**src/unorm_pkg.sv**
```systemverilog
// Package for the URL path normalizer: character codes, queue sizing,
// the queue word type and the decode helper functions.
// No dependencies; imported by every module of the block.
package unorm_pkg;

    localparam logic [7:0] CH_NUL     = 8'h00;
    localparam logic [7:0] CH_SPACE   = 8'h20;
    localparam logic [7:0] CH_PERCENT = 8'h25;
    localparam logic [7:0] CH_PLUS    = 8'h2B;
    localparam logic [7:0] CH_DOT     = 8'h2E;
    localparam logic [7:0] CH_SLASH   = 8'h2F;
    localparam logic [7:0] CH_QUEST   = 8'h3F;
    localparam logic [7:0] CH_BSLASH  = 8'h5C;

    localparam int QDEPTH = 4;
    localparam int QAW    = $clog2(QDEPTH);
    localparam int QCW    = $clog2(QDEPTH + 1);

    typedef struct packed {
        logic [7:0] byte0;
        logic [7:0] byte1;
        logic [1:0] cnt;
        logic       fin;
        logic       safe;
    } unorm_entry_t;

    typedef struct packed {
        logic       emit;
        logic [7:0] prev;
        logic       cut;
        logic       unsafe_seen;
    } unorm_dec_t;

    function automatic logic [3:0] hex_value(input logic [7:0] c);
        logic [3:0] r;
        r = 4'd0;
        if (c >= 8'h30 && c <= 8'h39) begin
            r = c[3:0];
        end else if ((c >= 8'h61 && c <= 8'h66) || (c >= 8'h41 && c <= 8'h46)) begin
            r = 4'(c[3:0] + 4'd9);
        end
        return r;
    endfunction

    function automatic logic [7:0] plain_map(input logic [7:0] c);
        return (c == CH_PLUS) ? CH_SPACE : c;
    endfunction

    function automatic unorm_dec_t push_decoded(input logic [7:0] c_in, input unorm_dec_t st);
        unorm_dec_t r;
        logic [7:0] c;
        r = st;
        r.emit = 1'b0;
        c = (c_in == CH_BSLASH) ? CH_SLASH : c_in;
        if (!st.cut) begin
            if (c == CH_QUEST) begin
                r.cut = 1'b1;
            end else if (!(c == CH_SLASH && st.prev == CH_SLASH)) begin
                if (c == CH_NUL || (st.prev == CH_DOT && (c == CH_DOT || c == CH_SLASH))
                        || (st.prev == CH_SLASH && c == CH_DOT)) begin
                    r.unsafe_seen = 1'b1;
                end
                r.prev = c;
                r.emit = 1'b1;
            end
        end
        return r;
    endfunction

endpackage

```
**src/unorm_front.sv**
```systemverilog
// Front end of the URL path normalizer: accepts raw bytes, decodes escapes,
// tracks cut, slash and safety state and writes a queue word for each byte
// that emits output or ends a path. Depends on unorm_pkg.
module unorm_front import unorm_pkg::*; (
    input  logic         aclk,
    input  logic         aresetn,
    input  logic [7:0]   s_in_byte,
    input  logic         s_is_final,
    input  logic         s_valid,
    output logic         s_ready,
    input  logic         q_full,
    output logic         q_push,
    output unorm_entry_t q_entry
);

    localparam logic [1:0] ESC_NONE  = 2'd0;
    localparam logic [1:0] ESC_PCT   = 2'd1;
    localparam logic [1:0] ESC_DIGIT = 2'd2;

    logic [1:0] stage_reg, stage_next;
    logic [3:0] held_reg, held_next;
    logic [7:0] prev_reg;
    logic       cut_reg, unsafe_reg;

    logic       a0, a1;
    logic [7:0] c0, c1;
    logic [7:0] v;
    unorm_dec_t st0, st1, st2;
    logic       accept;

    assign s_ready = !q_full;
    assign accept  = s_valid && s_ready;
    assign v       = {held_reg, hex_value(s_in_byte)};

    always_comb begin
        a0         = 1'b0;
        a1         = 1'b0;
        c0         = s_in_byte;
        c1         = plain_map(s_in_byte);
        stage_next = ESC_NONE;
        held_next  = held_reg;
        unique case (stage_reg)
            ESC_PCT: begin
                if (s_is_final) begin
                    a0 = 1'b1;
                    c0 = CH_PERCENT;
                    a1 = 1'b1;
                end else begin
                    held_next  = hex_value(s_in_byte);
                    stage_next = ESC_DIGIT;
                end
            end
            ESC_DIGIT: begin
                a0 = (v != 8'd0);
                c0 = v;
            end
            default: begin
                if (s_in_byte == CH_PERCENT) begin
                    if (s_is_final) begin
                        a0 = 1'b1;
                        c0 = CH_PERCENT;
                    end else begin
                        stage_next = ESC_PCT;
                    end
                end else begin
                    a0 = 1'b1;
                    c0 = plain_map(s_in_byte);
                end
            end
        endcase
    end

    always_comb begin
        st0 = '{emit: 1'b0, prev: prev_reg, cut: cut_reg, unsafe_seen: unsafe_reg};
        st1 = a0 ? push_decoded(c0, st0) : st0;
        st1.emit = a0 && st1.emit;
        st2 = a1 ? push_decoded(c1, st1) : st1;
        st2.emit = a1 && st2.emit;
    end

    always_comb begin
        q_entry.byte0 = st1.emit ? st1.prev : st2.prev;
        q_entry.byte1 = st2.prev;
        q_entry.cnt   = {st1.emit && st2.emit, st1.emit ^ st2.emit};
        q_entry.fin   = s_is_final;
        q_entry.safe  = !st2.unsafe_seen;
        q_push        = accept && (st1.emit || st2.emit || s_is_final);
    end

    always_ff @(posedge aclk) begin
        if (!aresetn) begin
            stage_reg  <= ESC_NONE;
            held_reg   <= 4'd0;
            prev_reg   <= CH_NUL;
            cut_reg    <= 1'b0;
            unsafe_reg <= 1'b0;
        end else if (accept) begin
            if (s_is_final) begin
                stage_reg  <= ESC_NONE;
                held_reg   <= 4'd0;
                prev_reg   <= CH_NUL;
                cut_reg    <= 1'b0;
                unsafe_reg <= 1'b0;
            end else begin
                stage_reg  <= stage_next;
                held_reg   <= held_next;
                prev_reg   <= st2.prev;
                cut_reg    <= st2.cut;
                unsafe_reg <= st2.unsafe_seen;
            end
        end
    end

endmodule

```
**src/unorm_queue.sv**
```systemverilog
// Short queue between the front and back ends of the URL path normalizer.
// Holds decoded words in flip-flops; depends on unorm_pkg.
module unorm_queue import unorm_pkg::*; (
    input  logic         aclk,
    input  logic         aresetn,
    input  logic         push,
    input  unorm_entry_t push_entry,
    output logic         full,
    input  logic         pop,
    output logic         q_valid,
    output unorm_entry_t q_entry
);

    unorm_entry_t     mem_reg [QDEPTH];
    logic [QAW-1:0]   wr_ptr_reg, rd_ptr_reg;
    logic [QCW-1:0]   count_reg, count_next;

    assign full    = (count_reg == QCW'(QDEPTH));
    assign q_valid = (count_reg != '0);
    assign q_entry = mem_reg[rd_ptr_reg];

    always_comb begin
        count_next = count_reg;
        if (push && !pop) begin
            count_next = count_reg + 1'b1;
        end else if (pop && !push) begin
            count_next = count_reg - 1'b1;
        end
    end

    always_ff @(posedge aclk) begin
        if (push) begin
            mem_reg[wr_ptr_reg] <= push_entry;
        end
    end

    always_ff @(posedge aclk) begin
        if (!aresetn) begin
            wr_ptr_reg <= '0;
            rd_ptr_reg <= '0;
            count_reg  <= '0;
        end else begin
            if (push) begin
                wr_ptr_reg <= QAW'(wr_ptr_reg + 1'b1);
            end
            if (pop) begin
                rd_ptr_reg <= QAW'(rd_ptr_reg + 1'b1);
            end
            count_reg <= count_next;
        end
    end

`ifndef SYNTHESIS
    a_no_push_full: assert property (@(posedge aclk) disable iff (!aresetn)
        push |-> !full)
        else $error("queue written while full");
    a_no_pop_empty: assert property (@(posedge aclk) disable iff (!aresetn)
        pop |-> q_valid)
        else $error("queue read while empty");
`endif

endmodule

```
**src/unorm_back.sv**
```systemverilog
// Back end of the URL path normalizer: turns each queue word into one or two
// result words in an output register with a one-word pending slot.
// Depends on unorm_pkg.
module unorm_back import unorm_pkg::*; (
    input  logic         aclk,
    input  logic         aresetn,
    input  logic         q_valid,
    input  unorm_entry_t q_entry,
    output logic         q_pop,
    output logic [7:0]   m_out_byte,
    output logic         m_byte_valid,
    output logic         m_end_of_path,
    output logic         m_path_safe,
    output logic         m_valid,
    input  logic         m_ready
);

    logic       out_valid_reg;
    logic [7:0] out_byte_reg;
    logic       out_bv_reg, out_end_reg, out_safe_reg;
    logic       pend_valid_reg;
    logic [7:0] pend_byte_reg;
    logic       pend_end_reg, pend_safe_reg;
    logic       out_free, two, last_first;

    assign out_free   = !out_valid_reg || m_ready;
    assign q_pop      = out_free && !pend_valid_reg && q_valid;
    assign two        = (q_entry.cnt == 2'd2);
    assign last_first = q_entry.fin && !two;

    assign m_valid       = out_valid_reg;
    assign m_out_byte    = out_byte_reg;
    assign m_byte_valid  = out_bv_reg;
    assign m_end_of_path = out_end_reg;
    assign m_path_safe   = out_safe_reg;

    always_ff @(posedge aclk) begin
        if (out_free) begin
            if (pend_valid_reg) begin
                out_byte_reg <= pend_byte_reg;
                out_bv_reg   <= 1'b1;
                out_end_reg  <= pend_end_reg;
                out_safe_reg <= pend_safe_reg;
            end else if (q_valid) begin
                out_byte_reg <= (q_entry.cnt == 2'd0) ? 8'd0 : q_entry.byte0;
                out_bv_reg   <= (q_entry.cnt != 2'd0);
                out_end_reg  <= last_first;
                out_safe_reg <= last_first && q_entry.safe;
            end
        end
        if (q_pop) begin
            pend_byte_reg <= q_entry.byte1;
            pend_end_reg  <= q_entry.fin;
            pend_safe_reg <= q_entry.fin && q_entry.safe;
        end
    end

    always_ff @(posedge aclk) begin
        if (!aresetn) begin
            out_valid_reg  <= 1'b0;
            pend_valid_reg <= 1'b0;
        end else if (out_free) begin
            out_valid_reg  <= pend_valid_reg || q_valid;
            pend_valid_reg <= q_pop && two;
        end
    end

`ifndef SYNTHESIS
    a_pend_behind_out: assert property (@(posedge aclk) disable iff (!aresetn)
        pend_valid_reg |-> out_valid_reg)
        else $error("second word pending with empty output register");
    a_safe_on_end: assert property (@(posedge aclk) disable iff (!aresetn)
        (out_valid_reg && out_safe_reg) |-> out_end_reg)
        else $error("safe flag set on a word that does not end the path");
    a_empty_is_end: assert property (@(posedge aclk) disable iff (!aresetn)
        (out_valid_reg && !out_bv_reg) |-> out_end_reg)
        else $error("word without a byte that does not end the path");
`endif

endmodule

```
**src/url_path_normalizer_top.sv**
```systemverilog
// Top level of the URL path normalizer: front end, queue and back end.
// Depends on unorm_pkg, unorm_front, unorm_queue and unorm_back.
//
//   channel  direction  handshake           payload
//   s_       in         s_valid / s_ready   s_in_byte, s_is_final
//   m_       out        m_valid / m_ready   m_out_byte, m_byte_valid,
//                                           m_end_of_path, m_path_safe
//
// One raw byte is accepted per cycle while the queue is not full; each result word
// passes the queue and the output register. A final byte after a lone percent sign
// makes two words, the second held in the pending slot; the four-word queue absorbs it.
// Reset is synchronous and active low and clears all path state and the queue.
// s_ready drops only while the queue is full, so an output stall reaches the input
// after the output register, the pending slot and the queue fill.
module url_path_normalizer_top import unorm_pkg::*; (
    input  logic       aclk,
    input  logic       aresetn,
    input  logic [7:0] s_in_byte,
    input  logic       s_is_final,
    input  logic       s_valid,
    output logic       s_ready,
    output logic [7:0] m_out_byte,
    output logic       m_byte_valid,
    output logic       m_end_of_path,
    output logic       m_path_safe,
    output logic       m_valid,
    input  logic       m_ready
);

    logic         q_full, q_push, q_pop, q_valid;
    unorm_entry_t push_entry, pop_entry;

    unorm_front u_front (
        .aclk       (aclk),
        .aresetn    (aresetn),
        .s_in_byte  (s_in_byte),
        .s_is_final (s_is_final),
        .s_valid    (s_valid),
        .s_ready    (s_ready),
        .q_full     (q_full),
        .q_push     (q_push),
        .q_entry    (push_entry)
    );

    unorm_queue u_queue (
        .aclk       (aclk),
        .aresetn    (aresetn),
        .push       (q_push),
        .push_entry (push_entry),
        .full       (q_full),
        .pop        (q_pop),
        .q_valid    (q_valid),
        .q_entry    (pop_entry)
    );

    unorm_back u_back (
        .aclk          (aclk),
        .aresetn       (aresetn),
        .q_valid       (q_valid),
        .q_entry       (pop_entry),
        .q_pop         (q_pop),
        .m_out_byte    (m_out_byte),
        .m_byte_valid  (m_byte_valid),
        .m_end_of_path (m_end_of_path),
        .m_path_safe   (m_path_safe),
        .m_valid       (m_valid),
        .m_ready       (m_ready)
    );

endmodule
```
**config.mk**
```make
export PLATFORM = sky130hd
export DESIGN_NAME = url_path_normalizer_top
export DESIGN_NICKNAME = d
export VERILOG_FILES = /design/src/unorm_pkg.sv /design/src/unorm_front.sv /design/src/unorm_queue.sv /design/src/unorm_back.sv /design/src/url_path_normalizer_top.sv
export SDC_FILE = /design/constraint.sdc
export NUM_CORES = 1
export LEC_CHECK = 0
export ABC_AREA = 0
export BUFFER_PORTS_ARGS = -buffer_cell sky130_fd_sc_hd__buf_2
export CORE_MARGIN = 3
export CORE_UTILIZATION = 26
export DETAILED_ROUTE_END_ITERATION = 10
export SYNTH_ARGS = -nofsm -noshare
export SYNTH_HDL_FRONTEND = slang
export SYNTH_HIERARCHICAL = 1
export SYNTH_SLANG_ARGS = --single-unit
export TNS_END_PERCENT = 5
```
**constraint.sdc**
```tcl
create_clock -name aclk -period 5.2 [get_ports aclk]
set_input_delay 0 -clock aclk [delete_from_list [all_inputs] [get_ports aclk]]
set_output_delay 0 -clock aclk [all_outputs]
set_load 0.005 [all_outputs]
```
==> summary.txt <==
Run status
  – Status: complete, no violations

Setup path
  – Setup crit end kind: register
  – Setup CP Type: reg2reg
  – Crit path capture: u_queue/count_reg[2]
  – R2R setup slack: 500 ps
  – Critical Path Source Type: register
  – Crit. Startpoint: u_front/stage_reg[0]
  – RR Endpoint: u_queue/count_reg[2]
  – Worst endpoint required time: 5540 ps
  – Critical R2R Launch: u_front/stage_reg[0]
  – CP arrival: 5040 ps
  – Max Fanout on Critical Path: 13
  – Worst reg2reg path depth: 18

Min path
  – Worst Hold Class: in2reg

Synthesis
  – Ys async rst share: 0%
  – Synth Flop Type: edfxtp_1
  – Avg Cell Area, Syn: 13.3 sq um
  – Post-synth EDFFs: 101
  – Mapped Cells: 465
  – Yosys Warn Count: 6
  – Synth Register Bits: 128
  – Area contributors post-synth: edfxtp_1 49%, dfxtp_1 8.7%, mux4_2 7.3%, ha_1 2.4%, mux2i_1 2.4%
  – Seq/Total Area, Yosys: 57.6%
  – Top-area cell type share of the netlist area: 48.9%
  – Synth area leader: edfxtp_1
  – Post-Syn Nets: 491
  – Count of different cell masters after synthesis: 79
  – Cell Area, Synth: 6200 sq um

Detailed routing
  – Drt wl/cell: 16.6 um
  – First-pass iteration count of the detailed router: 4
  – DR iter-0 viols: 279
  – Routed Antenna Nets: 0
  – Vias: 3858
  – Total Wirelength: 13.5 mm
  – Vias per inst: 4.75
  – Number of remaining DRC errors: 0

Clock tree
  – Worst skew pair latency: 410 ps
  – Clk root buf: clkbuf_16
  – CTS H-tree lvls: 4
  – CTS tree: done
  – CTS buffer count: 17
  – Clk pin slew, worst setup/hold paths: 60 ps
  – Clk buf depth: 2
  – Setup bufs post-CTS: 0
  – # clock sinks: 128

Global route
  – Initial antenna violation count: 0
  – GRT Residual Overflow: 0
  – Largest net degree at the start of global routing: 26
  – Vias in the first global route: 3943
  – Gr usage total: 10.9%
  – First-pass GRT wire length: 21.8 mm

Placed design
  – DP Wirelength: 9.52 mm
  – Port Buf Inserts: 25
  – Dpl cell area: 6580 sq um
  – RePlAce Congestion: 0.927

Timing
  – Worst Tran Pin Value: 1040 ps
  – Slew Limit Fails: 0
  – Max_slew headroom: 30.3%
  – RSZ-0062 raised after global routing: no
  – Final setup fails: 0
  – Final period utilization: 90.3%
  – FMAX: 0.213 GHz
  – Final Skew: 5.69 ps
  – Final hold vios: 0
  – Fin crit period: 4700 ps
  – Fin Setup TNS: 0 ps

Floorplanning
  – Die width: 160 um
  – Top Ports: 26
  – Initial core utilization: 26.9%
  – Chip height: 160 um
  – Rows: 55
  – Core ar.: 23100 sq um
  – Die area: 25700 sq um

Final layout
  – Nets: 512
  – Register area: 3570 sq um
  – Max reg flops: 80
  – Ant diodes: 0
  – Commonest non-fill, non-tap cell in the layout: edfxtp_1
  – Area of the multi-input gates: 2390 sq um
  – Area growth syn-to-layout: 15.9%
  – Most frequent cells in the layout: 101 x edfxtp_1, 29 x nand2_1, 26 x dfxtp_1
  – Post-route cell area: 7190 sq um
  – # fillers: 2255
  – Share of cells above drive strength 1: 24.0%

Power and ir drop
  – Switching Fraction: 27.4%
  – Gate power share: 18.5%
  – Pint: 2.33 mW
  – Lkg Pwr: 2.43 nW
  – Seq pwr share: 45.1%
  – Power density cells: 446 nW/um^2
  – P_sw: 0.877 mW
  – Clock power frac: 36.3%
  – Max IR drop VDD: 221 uV

Run
  – Max Cap Viol: 0
## per-layer routing
metal | up-vias | global-route usage [%] | part of all wire, % | wire length [um]
li1 | 1827 | - | - | -
met1 | 1905 | 14.0 | 45 | 6130
met2 | 101 | 17.6 | 48 | 6470
met3 | 25 | 2.71 | 4.5 | 602
met4 | 0 | 4.34 | 2.2 | 291
met5 | - | 0 | 0 | 0
## cell usage after synthesis (3+ instances only)
cell type,instances
buf_2,4
inv_1,18
or2_2,4
nand2_2,8
a21oi_1,13
nor3_1,8
or4_1,3
mux4_2,20
buf_4,4
nand3_1,8
a31oi_1,3
buf_6,5
mux2_2,7
o21ai_0,13
nand2b_1,3
or2_1,3
and2_1,13
o22ai_1,3
dfxtp_1,27
nand2_1,29
mux2i_1,15
nor3b_1,5
edfxtp_1,101
a22oi_1,6
a22o_1,3
ha_1,12
nor4_1,4
xor2_1,3
nor2_1,20
o21ai_2,9
and3_1,4
or3_1,3
nor2b_1,9
clkbuf_1,12
a211oi_1,4
a32o_1,6
## critical path, cell delays in order, from the launching register on
cell,delay [ps]
dfxtp_1,350
inv_1,60
ha_1,510
inv_1,170
a211o_1,320
and3_1,190
o21ai_2,320
nor3_1,110
a221o_1,460
a41oi_2,230
inv_1,90
ha_1,200
a21oi_2,290
ha_1,250
inv_1,70
fa_1,380
xor2_1,160
or3_1,310
a21boi_1,150
## what timing repair did
item                                    4_1_cts  5_1_grt
hold buffers                                  2        0
endpoints found under the setup margin        0        1
hold endpoints to repair                      1        0
gates resized for setup                       0        1
## cells by family (layout without fill, tap and decap cells)
kind of cell | Yosys count | after routing | synth area share (%)
fa+ha+maj | 13 | 13 | 2.74
mux | 43 | 43 | 11.1
buf+inv | 49 | 83 | 3.92
flops | 128 | 128 | 57.6
simple gates | 138 | 138 | 12.7
xor+xnor | 5 | 5 | 0.706
compound gates | 89 | 89 | 11.2
## final cells by class
type                    instances  area share [%]
repair buffers                 30            2.33
well taps                     313            5.45
clock buffers                  17            5.92
clock inverters                15            2.25
inverters                      21            1.10
multi-input cells             288            33.2
flip-flops and latches        128            49.7
## worst min-delay path by stage
stage	startpoint	end	slack, ps	depth (start not counted)
after global routing	s_is_final	u_queue/mem_reg[3][1]	20	1
after CTS	s_is_final	u_queue/mem_reg[3][1]	8	1
after detailed placement	u_back/m_out_byte[6]	m_out_byte[6]	390	1
final	aresetn	register	30	2
after floorplan	aresetn	register	120	1
after global placement	u_back/m_out_byte[6]	m_out_byte[6]	390	1
## power by group through the flow
stage	Clock (mW)	Combinational, mW	Sequential (mW)
after floorplan	0	0.477	1.41
after global placement	0	0.578	1.46
after detailed placement	0	0.596	1.47
after CTS	1.20	0.603	1.45
after global routing	1.25	0.658	1.47
final	1.17	0.594	1.45
## metrics by stage
stage               total power [mW]  util [%]  setup slack, ps  hold WS (ps)  cells
floorplan                       1.89         -              788           122    465
global placement                2.04      28.5              554           392    778
detailed placement              2.07      28.5              379           394    778
CTS                             3.25      31.2              350          8.09    812
global route                    3.38      31.2              150          23.3    812
finish                          3.21      31.2              502          25.8    812
Note: power is estimated with default switching activity, not from simulation.
